$ cat src/hw/rtl/nmea_gga_zda_sentence_catcher_top_defines.svh
// Assertion macros shared by the sentence catcher RTL.
`ifndef NMEA_GGA_ZDA_SENTENCE_CATCHER_TOP_DEFINES_SVH
`define NMEA_GGA_ZDA_SENTENCE_CATCHER_TOP_DEFINES_SVH

// Same-cycle implication, checked outside reset.
`define NGZ_ASSERT_NOW(lbl, clk, rst, ante, cons, msg) \
  lbl: assert property (@(posedge clk) disable iff (rst) (ante) |-> (cons)) \
    else $error(msg);

// Next-cycle implication, checked outside reset.
`define NGZ_ASSERT_NEXT(lbl, clk, rst, ante, cons, msg) \
  lbl: assert property (@(posedge clk) disable iff (rst) (ante) |=> (cons)) \
    else $error(msg);

`endif

$ cat src/hw/rtl/ngz_pkg.sv
// Package with constants, types and helpers for the NMEA sentence catcher.
package ngz_pkg;

  // Capture limits: the highest store position, header included.
  localparam int GGA_LIMIT = 130;
  localparam int ZDA_LIMIT = 100;

  // Widths derived from the limits.
  localparam int GGA_CNT_W  = $clog2(GGA_LIMIT + 2);
  localparam int ZDA_CNT_W  = $clog2(ZDA_LIMIT + 2);
  localparam int GGA_ADDR_W = $clog2(GGA_LIMIT + 1);
  localparam int ZDA_ADDR_W = $clog2(ZDA_LIMIT + 1);

  // Header length in bytes.
  localparam int HDR_LEN = 6;

  // Characters of interest.
  localparam logic [7:0] CH_LF     = 8'h0A;
  localparam logic [7:0] CH_CR     = 8'h0D;
  localparam logic [7:0] CH_DOLLAR = 8'h24;
  localparam logic [7:0] CH_A      = 8'h41;
  localparam logic [7:0] CH_D      = 8'h44;
  localparam logic [7:0] CH_G      = 8'h47;
  localparam logic [7:0] CH_N      = 8'h4E;
  localparam logic [7:0] CH_P      = 8'h50;
  localparam logic [7:0] CH_Z      = 8'h5A;

  // Item actions.
  typedef enum logic [1:0] {
    ACT_RX     = 2'd0,
    ACT_RD_GGA = 2'd1,
    ACT_RD_ZDA = 2'd2,
    ACT_ACK    = 2'd3
  } action_t;

  // Header matcher and capture states.
  typedef enum logic [3:0] {
    ST_IDLE    = 4'd0,
    ST_DOLLAR  = 4'd1,
    ST_G       = 4'd2,
    ST_TALK    = 4'd3,
    ST_GG1     = 4'd4,
    ST_GG2     = 4'd5,
    ST_Z       = 4'd6,
    ST_ZD      = 4'd7,
    ST_GGA_CAP = 4'd8,
    ST_ZDA_CAP = 4'd9
  } match_state_t;

  // Source of the read data in the output word.
  typedef enum logic [1:0] {
    SRC_ZERO = 2'd0,
    SRC_HDR  = 2'd1,
    SRC_GGA  = 2'd2,
    SRC_ZDA  = 2'd3
  } rd_src_t;

  // Byte of a stored header at positions 0 to 5.
  function automatic logic [7:0] hdr_byte(input logic [2:0] idx, input logic gn,
                                          input logic is_gga);
    logic [7:0] b;
    unique case (idx)
      3'd0:    b = CH_DOLLAR;
      3'd1:    b = CH_G;
      3'd2:    b = gn ? CH_N : CH_P;
      3'd3:    b = is_gga ? CH_G : CH_Z;
      3'd4:    b = is_gga ? CH_G : CH_D;
      3'd5:    b = CH_A;
      default: b = 8'h00;
    endcase
    return b;
  endfunction

endpackage

$ cat src/hw/rtl/nmea_gga_zda_sentence_catcher_top.sv
// Top level of the NMEA GGA/ZDA sentence catcher.
//
// Input channel (in_valid/in_ready) carries one word per item: an action, a
// received character, a read position and the working flag. Action 0 feeds a
// character to the header matcher; actions 1 and 2 read a byte of the GGA or
// ZDA store; action 3 clears both ready flags. A low working flag returns the
// matcher to idle and clears the flags first.
// Output channel (out_valid/out_ready) returns exactly one word per item: the
// read byte (zero when out of range or not a read) and the status after the
// item: ready flags, captured lengths and the last talker.
// out_valid rises in the cycle after acceptance, when the registered read port
// of the sentence memories delivers its byte. One item is taken every cycle while
// the output is free or is being taken in the same cycle.
// When the receiver stalls, the output word holds and in_ready drops until
// it is taken. Reset clears the matcher, counts, flags and output valid; the
// memory contents are not cleared, since only written positions are read.
`include "nmea_gga_zda_sentence_catcher_top_defines.svh"

module nmea_gga_zda_sentence_catcher_top (
  input  logic       clk,
  input  logic       rst,
  input  logic       in_valid,
  output logic       in_ready,
  input  logic [1:0] action,
  input  logic [7:0] rx_byte,
  input  logic [7:0] read_index,
  input  logic       work_enable,
  output logic       out_valid,
  input  logic       out_ready,
  output logic [7:0] read_data,
  output logic       gga_ready,
  output logic       zda_ready,
  output logic [7:0] gga_length,
  output logic [6:0] zda_length,
  output logic       talker_is_gn
);

  // Sentence memories; positions below the header length stay unused.
  logic [7:0] gga_mem [ngz_pkg::GGA_LIMIT + 1];
  logic [7:0] zda_mem [ngz_pkg::ZDA_LIMIT + 1];
  logic [7:0] gga_rdata;
  logic [7:0] zda_rdata;

  // Matcher and status registers.
  ngz_pkg::match_state_t         state, state_next;
  logic                          talker_gn, talker_gn_next;
  logic                          gga_hdr_gn, gga_hdr_gn_next;
  logic                          zda_hdr_gn, zda_hdr_gn_next;
  logic [ngz_pkg::GGA_CNT_W-1:0] gga_count, gga_count_next;
  logic [ngz_pkg::ZDA_CNT_W-1:0] zda_count, zda_count_next;
  logic                          gga_flag, gga_flag_next;
  logic                          zda_flag, zda_flag_next;
  logic [7:0]                    prev_byte, prev_byte_next;

  // Output stage.
  ngz_pkg::rd_src_t rd_src, rd_src_next;
  logic [7:0]       hdr_data, hdr_data_next;

  logic             accept;
  ngz_pkg::action_t act;
  logic             gga_we, zda_we, gga_re, zda_re;
  logic             crlf;
  logic             gga_in_range, zda_in_range;

  assign accept   = in_valid && in_ready;
  assign in_ready = !out_valid || out_ready;
  assign act      = ngz_pkg::action_t'(action);
  assign crlf     = (rx_byte == ngz_pkg::CH_LF) && (prev_byte == ngz_pkg::CH_CR);

  // Read position checks against the captured length and the store size.
  assign gga_in_range = (10'(read_index) < 10'(gga_count)) &&
                        (10'(read_index) <= 10'(ngz_pkg::GGA_LIMIT));
  assign zda_in_range = (10'(read_index) < 10'(zda_count)) &&
                        (10'(read_index) <= 10'(ngz_pkg::ZDA_LIMIT));

  // Next state, store writes and read selection for the accepted word.
  always_comb begin
    state_next      = state;
    talker_gn_next  = talker_gn;
    gga_hdr_gn_next = gga_hdr_gn;
    zda_hdr_gn_next = zda_hdr_gn;
    gga_count_next  = gga_count;
    zda_count_next  = zda_count;
    gga_flag_next   = gga_flag;
    zda_flag_next   = zda_flag;
    prev_byte_next  = prev_byte;
    rd_src_next     = rd_src;
    hdr_data_next   = hdr_data;
    gga_we          = 1'b0;
    zda_we          = 1'b0;
    gga_re          = 1'b0;
    zda_re          = 1'b0;
    if (accept) begin
      rd_src_next = ngz_pkg::SRC_ZERO;
      if (!work_enable) begin
        state_next    = ngz_pkg::ST_IDLE;
        gga_flag_next = 1'b0;
        zda_flag_next = 1'b0;
      end
      unique case (act)
        ngz_pkg::ACT_RX: begin
          if (work_enable) begin
            prev_byte_next = rx_byte;
            unique case (state)
              ngz_pkg::ST_DOLLAR: begin
                if (rx_byte == ngz_pkg::CH_G) begin
                  state_next = ngz_pkg::ST_G;
                end else begin
                  state_next = (rx_byte == ngz_pkg::CH_DOLLAR) ? ngz_pkg::ST_DOLLAR
                                                               : ngz_pkg::ST_IDLE;
                end
              end
              ngz_pkg::ST_G: begin
                if (rx_byte == ngz_pkg::CH_P) begin
                  talker_gn_next = 1'b0;
                  state_next     = ngz_pkg::ST_TALK;
                end else if (rx_byte == ngz_pkg::CH_N) begin
                  talker_gn_next = 1'b1;
                  state_next     = ngz_pkg::ST_TALK;
                end else begin
                  state_next = (rx_byte == ngz_pkg::CH_DOLLAR) ? ngz_pkg::ST_DOLLAR
                                                               : ngz_pkg::ST_IDLE;
                end
              end
              ngz_pkg::ST_TALK: begin
                if (rx_byte == ngz_pkg::CH_G) begin
                  state_next = ngz_pkg::ST_GG1;
                end else if (rx_byte == ngz_pkg::CH_Z) begin
                  state_next = ngz_pkg::ST_Z;
                end else begin
                  state_next = (rx_byte == ngz_pkg::CH_DOLLAR) ? ngz_pkg::ST_DOLLAR
                                                               : ngz_pkg::ST_IDLE;
                end
              end
              ngz_pkg::ST_GG1: begin
                if (rx_byte == ngz_pkg::CH_G) begin
                  state_next = ngz_pkg::ST_GG2;
                end else begin
                  state_next = (rx_byte == ngz_pkg::CH_DOLLAR) ? ngz_pkg::ST_DOLLAR
                                                               : ngz_pkg::ST_IDLE;
                end
              end
              ngz_pkg::ST_GG2: begin
                if (rx_byte == ngz_pkg::CH_A) begin
                  // The header bytes are implied; only the talker is kept.
                  gga_flag_next   = 1'b0;
                  gga_hdr_gn_next = talker_gn;
                  gga_count_next  = ngz_pkg::GGA_CNT_W'(ngz_pkg::HDR_LEN);
                  state_next      = ngz_pkg::ST_GGA_CAP;
                end else begin
                  state_next = (rx_byte == ngz_pkg::CH_DOLLAR) ? ngz_pkg::ST_DOLLAR
                                                               : ngz_pkg::ST_IDLE;
                end
              end
              ngz_pkg::ST_Z: begin
                if (rx_byte == ngz_pkg::CH_D) begin
                  state_next = ngz_pkg::ST_ZD;
                end else begin
                  state_next = (rx_byte == ngz_pkg::CH_DOLLAR) ? ngz_pkg::ST_DOLLAR
                                                               : ngz_pkg::ST_IDLE;
                end
              end
              ngz_pkg::ST_ZD: begin
                if (rx_byte == ngz_pkg::CH_A) begin
                  zda_flag_next   = 1'b0;
                  zda_hdr_gn_next = talker_gn;
                  zda_count_next  = ngz_pkg::ZDA_CNT_W'(ngz_pkg::HDR_LEN);
                  state_next      = ngz_pkg::ST_ZDA_CAP;
                end else begin
                  state_next = (rx_byte == ngz_pkg::CH_DOLLAR) ? ngz_pkg::ST_DOLLAR
                                                               : ngz_pkg::ST_IDLE;
                end
              end
              ngz_pkg::ST_GGA_CAP: begin
                gga_we         = (10'(gga_count) <= 10'(ngz_pkg::GGA_LIMIT));
                gga_count_next = gga_count + 1'b1;
                if (crlf) begin
                  state_next    = ngz_pkg::ST_IDLE;
                  gga_flag_next = 1'b1;
                end
                if (10'(gga_count_next) > 10'(ngz_pkg::GGA_LIMIT)) begin
                  state_next = ngz_pkg::ST_IDLE;
                end
              end
              ngz_pkg::ST_ZDA_CAP: begin
                zda_we         = (10'(zda_count) <= 10'(ngz_pkg::ZDA_LIMIT));
                zda_count_next = zda_count + 1'b1;
                if (crlf) begin
                  state_next    = ngz_pkg::ST_IDLE;
                  zda_flag_next = 1'b1;
                end
                if (10'(zda_count_next) > 10'(ngz_pkg::ZDA_LIMIT)) begin
                  state_next = ngz_pkg::ST_IDLE;
                end
              end
              default: begin
                // Idle, and any code outside the list, looks for a '$'.
                state_next = (rx_byte == ngz_pkg::CH_DOLLAR) ? ngz_pkg::ST_DOLLAR
                                                             : ngz_pkg::ST_IDLE;
              end
            endcase
          end
        end
        ngz_pkg::ACT_RD_GGA: begin
          if (gga_in_range) begin
            if (10'(read_index) < 10'(ngz_pkg::HDR_LEN)) begin
              rd_src_next   = ngz_pkg::SRC_HDR;
              hdr_data_next = ngz_pkg::hdr_byte(read_index[2:0], gga_hdr_gn, 1'b1);
            end else begin
              rd_src_next = ngz_pkg::SRC_GGA;
              gga_re      = 1'b1;
            end
          end
        end
        ngz_pkg::ACT_RD_ZDA: begin
          if (zda_in_range) begin
            if (10'(read_index) < 10'(ngz_pkg::HDR_LEN)) begin
              rd_src_next   = ngz_pkg::SRC_HDR;
              hdr_data_next = ngz_pkg::hdr_byte(read_index[2:0], zda_hdr_gn, 1'b0);
            end else begin
              rd_src_next = ngz_pkg::SRC_ZDA;
              zda_re      = 1'b1;
            end
          end
        end
        ngz_pkg::ACT_ACK: begin
          gga_flag_next = 1'b0;
          zda_flag_next = 1'b0;
        end
        default: begin
          gga_flag_next = 1'b0;
          zda_flag_next = 1'b0;
        end
      endcase
    end
  end

  // GGA memory: one write port at the capture position, one registered read.
  always_ff @(posedge clk) begin
    if (gga_we) begin
      gga_mem[gga_count[ngz_pkg::GGA_ADDR_W-1:0]] <= rx_byte;
    end
    if (gga_re) begin
      gga_rdata <= gga_mem[read_index[ngz_pkg::GGA_ADDR_W-1:0]];
    end
  end

  // ZDA memory: one write port at the capture position, one registered read.
  always_ff @(posedge clk) begin
    if (zda_we) begin
      zda_mem[zda_count[ngz_pkg::ZDA_ADDR_W-1:0]] <= rx_byte;
    end
    if (zda_re) begin
      zda_rdata <= zda_mem[read_index[ngz_pkg::ZDA_ADDR_W-1:0]];
    end
  end

  // Control and status registers.
  always_ff @(posedge clk) begin
    if (rst) begin
      state      <= ngz_pkg::ST_IDLE;
      talker_gn  <= 1'b0;
      gga_hdr_gn <= 1'b0;
      zda_hdr_gn <= 1'b0;
      gga_count  <= '0;
      zda_count  <= '0;
      gga_flag   <= 1'b0;
      zda_flag   <= 1'b0;
      prev_byte  <= 8'h00;
      out_valid  <= 1'b0;
      rd_src     <= ngz_pkg::SRC_ZERO;
    end else begin
      state      <= state_next;
      talker_gn  <= talker_gn_next;
      gga_hdr_gn <= gga_hdr_gn_next;
      zda_hdr_gn <= zda_hdr_gn_next;
      gga_count  <= gga_count_next;
      zda_count  <= zda_count_next;
      gga_flag   <= gga_flag_next;
      zda_flag   <= zda_flag_next;
      prev_byte  <= prev_byte_next;
      rd_src     <= rd_src_next;
      if (accept) begin
        out_valid <= 1'b1;
      end else if (out_ready) begin
        out_valid <= 1'b0;
      end
    end
  end

  // Header byte held for the output word.
  always_ff @(posedge clk) begin
    hdr_data <= hdr_data_next;
  end

  // Output word; the status registers always reflect the word on display.
  always_comb begin
    unique case (rd_src)
      ngz_pkg::SRC_HDR: read_data = hdr_data;
      ngz_pkg::SRC_GGA: read_data = gga_rdata;
      ngz_pkg::SRC_ZDA: read_data = zda_rdata;
      default:          read_data = 8'h00;
    endcase
  end

  assign gga_ready    = gga_flag;
  assign zda_ready    = zda_flag;
  assign gga_length   = 8'(gga_count);
  assign zda_length   = 7'(zda_count);
  assign talker_is_gn = talker_gn;

  // Checks on the capture bounds and on the disable and acknowledge paths.
  `NGZ_ASSERT_NOW(a_gga_count_bound, clk, rst, 1'b1,
                  10'(gga_count) <= 10'(ngz_pkg::GGA_LIMIT + 1),
                  "GGA count passed its limit")
  `NGZ_ASSERT_NOW(a_gga_cap_window, clk, rst, state == ngz_pkg::ST_GGA_CAP,
                  (10'(gga_count) >= 10'(ngz_pkg::HDR_LEN)) &&
                  (10'(gga_count) <= 10'(ngz_pkg::GGA_LIMIT)),
                  "GGA capture with count outside the store")
  `NGZ_ASSERT_NEXT(a_disable_idle, clk, rst, accept && !work_enable,
                   (state == ngz_pkg::ST_IDLE) && !gga_flag && !zda_flag,
                   "Disabled word left matcher busy or a flag set")
  `NGZ_ASSERT_NEXT(a_ack_clears, clk, rst, accept && (act == ngz_pkg::ACT_ACK),
                   !gga_flag && !zda_flag && out_valid,
                   "Acknowledge did not clear the ready flags")

endmodule

$ cat config.mk
export PLATFORM = sky130hd
export DESIGN_NAME = nmea_gga_zda_sentence_catcher_top
export DESIGN_NICKNAME = d
export VERILOG_FILES = /design/src/hw/rtl/ngz_pkg.sv /design/src/hw/rtl/nmea_gga_zda_sentence_catcher_top.sv
export VERILOG_INCLUDE_DIRS = /design/src /design/src/hw/rtl
export SDC_FILE = /design/constraint.sdc
export NUM_CORES = 2
export LEC_CHECK = 0
export ABC_AREA = 0
export BUFFER_PORTS_ARGS = -buffer_cell sky130_fd_sc_hd__buf_2
export CORE_ASPECT_RATIO = 0.8
export CORE_MARGIN = 2
export CORE_UTILIZATION = 26
export DETAILED_ROUTE_END_ITERATION = 16
export GPL_ROUTABILITY_DRIVEN = 0
export REMOVE_ABC_BUFFERS = 1
export SLEW_MARGIN = 20
export SYNTH_ARGS = -nofsm -noshare
export SYNTH_HDL_FRONTEND = slang
export SYNTH_SLANG_ARGS = --single-unit
$ cat constraint.sdc
create_clock -name clk -period 3.8 [get_ports clk]
set_clock_uncertainty 0.15 [all_clocks]
set_input_delay 0 -clock clk [delete_from_list [all_inputs] [get_ports clk]]
set_output_delay 0 -clock clk [all_outputs]
set_load 0.01 [all_outputs]
==> reports/metrics.cfg <==
[run_status]
status = finished, final reports clean

[critical_path]
worst_r2r_path_depth = 10
cp_common_cell = nand3_1
path_buf_inv = 2
end_kind = register
crit_chain = ha_1, nand3_1, nor3_2, xnor2_1, o31ai_1, nand3_1, nand3_1, dlygate4sd3_1, a211oi_1, dlygate4sd3_1
arrival_ps = 4220
cp.required_ps = 4340
cp_num_cells = 10
start_kind = register
crit_family = buffers and inverters
cpPeakStageDelay_ps = 570
crit_fanout = 10
crit_slowest_cell = dlygate4sd3_1
crit_type = reg2reg

[synth]
yosysSeqAreaShare_pct = 75.10
synth-edff-count = 1879
yosys.area.top_type = edfxtp_1
synth_mux_area_share_pct = 15.43
synth_area_per_cell_sq_um = 19.68
synth_top_area_share_pct = 74.18
synth_cell_type_count = 73
ys_ff_latch = 1914
synth_adder_area_share_pct = 0.3948
synth_top_cells_by_count = 1879 x edfxtp_1, 438 x mux4_2, 321 x nor2_1, 158 x nand2_1, 152 x mux2i_1
yosys-top-cells-area = edfxtp_1 74%, mux4_2 13%, mux2i_1 2.0%
yosysMostFrequentCell = edfxtp_1
yosys.area_share.simple_pct = 3.880
synth_xor_area_share_pct = 0.05757
yosys_most_used_dff = edfxtp_1
synth_warnings = 0
synth_cells = 3866
synthesis.area_sq_um = 76070
synth_top_family_by_area = multiplexers
synth_compound_area_share_pct = 3.453
synthArstFlopShare_pct = 0

[grt]
grt_pass1_wl_microns = 301700
track_usage_pct = 13.94
grt_pass1_vias = 40370
grt_remaining_overflow = 0
antenna_found_initial = 4
grt_max_degree = 191

[sta]
hold_viol = 0
worstMarginPinSlew_ps = 1091
slew_violations = 0
fin_crit_sh_pct = 96.93
relSlewSlack_pct = 27.24
rsz0062_at_grt = no
max_freq_mhz = 271.5
min_period_ps = 3683
setup-tns-final_ps = 0
setup_violations = 0

[drt]
via_count = 41126
wl_microns = 212200
wl_per_cell_microns = 25.43
firstDrtPassIters = 8
avgViaCountPerCell = 4.927
route.detailed.drc = 0
ant_nets = 0
drtIter0Drc = 5667

[floorplan]
dieArea_sq_um = 296900
dieWidth_microns = 608.7
design.core.area_sq_um = 290800
chipHeight_microns = 487.8
rows = 177
io_pins = 51
start_util_pct = 26.16

[placement]
io_buffer_count = 50
dp_hpwl_microns = 138200

[clock_network]
clkTransAtPathRegs_ps = 60
cts.path.max_buffers = 3
cts_tree = done
cts_root_buffer = clkbuf_16
cts_setup_buffers = 0
numCtsBuffers = 188
htreeDepth = 4
cts.sinks = 1914
clk_latency_ps = 830

[power_and_ir_drop]
leakagePower_nw = 28.18
p_per_area_nw_per_um2 = 480.2
peakVddDrop_mv = 0.3688
total_power_mw = 43.07

[cells_and_area]
drive_above_1_share_pct = 26.55
fin_nets = 4398
fin_util_pct = 30.85
area_delta_synth_final_pct = 17.92

[min_path]
min_delay_path_depth = 2
min_path_type = in2reg

[job]
cap_violations = 0

==> where the power goes <==
part | leakage (nW) | internal, mW | switching [mW]
Clock | 2.81 | 9.79 | 7.85
Combinational | 8.21 | 0.798 | 1.45
Sequential | 17.2 | 23.2 | 0.00339
==> layout by cell type (no fill, tap or decap), drive strengths merged, types with 7 or more instances in the layout <==
master       instances
edfxtp            1879
buf                471
mux4               438
nor2               321
clkbuf             230
nand2              158
mux2i              152
clkinv              97
a21oi               85
o21ai               52
nand3               43
nor3                40
a211oi              39
o22ai               36
dfxtp               35
dlygate4sd3         33
a22oi               32
inv                 32
mux2                31
nor2b               25
ha                  24
nand2b              20
o221ai              16
a221oi              14
a31oi               13
and3                12
o211ai              12
and2                10
o31ai               10
nand4               10
a22o                 9
bufinv               9
o311ai               8
a2111oi              8
a311oi               7
==> final timing paths <==
kind            startpoint             end  slack [ps]
min             rx_byte[1]  zda_mem[55][1]          40
max reg2reg  zda_length[1]        state[3]         120
max          zda_length[1]        state[3]         120
min reg2reg   prev_byte[0]    prev_byte[0]         300
==> layout make-up <==
type | instances | area, sq um
clock buffers | 226 | 4911
repair buffers | 508 | 4204
inverters | 30 | 115.1
diodes | 1 | 2.502
clock inverters | 111 | 858.3
fillers | 27898 | 201100
flip-flops and latches | 1914 | 57120
multi-input cells | 1709 | 17670
well taps | 3848 | 4815
==> sequential cells by signal, summed over array words and instances, names as in the netlist <==
signal	count
gga_mem	1048
gga_hdr_gn	1
hdr_data	7
out_valid	1
zda_mem	808
zda_length	7
zda_ready	1
gga_length	8
zda_hdr_gn	1
prev_byte	8
zda_rdata	8
rd_src	2
gga_rdata	8
state	4
talker_is_gn	1
gga_ready	1
==> cell families (layout without fill, tap and decap cells) <==
family,after synthesis,after routing
other,0,1
flip-flops,1914,1914
AND/OR/NAND/NOR,674,674
adder cells (fa/ha/maj),24,24
buffers and inverters,243,875
multiplexers,621,621
AO/OA/AOI/OAI,385,385
XOR/XNOR,5,5
==> stage by stage <==
step                      instance area, sq um  std cells  worst slack [ps]  hold slack (ps)
after global routing                     89700       8347             1.343            37.44
final                                    89700       8347             116.5            35.37
after floorplan                          74890       3653             599.0           -80.93
after global placement                   83590       7976             363.2            175.1
after CTS                                89690       8346             170.4            7.664
after detailed placement                 83590       7976             395.4            179.5
==> per-layer routing <==
metal / share of wire [%] / global-route usage [%] / wire (microns) / vias up
met5: 0 / 0 / 0 / -
met4: 3.0 / 4.123 / 6329 / 0
met3: 9.5 / 3.156 / 20200 / 329
met2: 45 / 21.23 / 95420 / 2103
met1: 43 / 19.83 / 90300 / 21801
li1: - / - / - / 16893
==> worst reg2reg max path, stage by stage (launching register included) <==
cell and delay [ps]:
dfxtp_1 530, ha_1 320, nand3_1 180, nor3_2 280, xnor2_1 110, o31ai_1 460, nand3_1 210, nand3_1 130
dlygate4sd3_1 560, a211oi_1 70, dlygate4sd3_1 570
==> timing repair <==
item | CTS | global route
hold buffers | 33 | 0
setup endpoints to repair | 0 | 1
endpoints found under the hold margin | 839 | 0
gates resized for setup | 0 | 1
(Power assumes the default switching activity.)
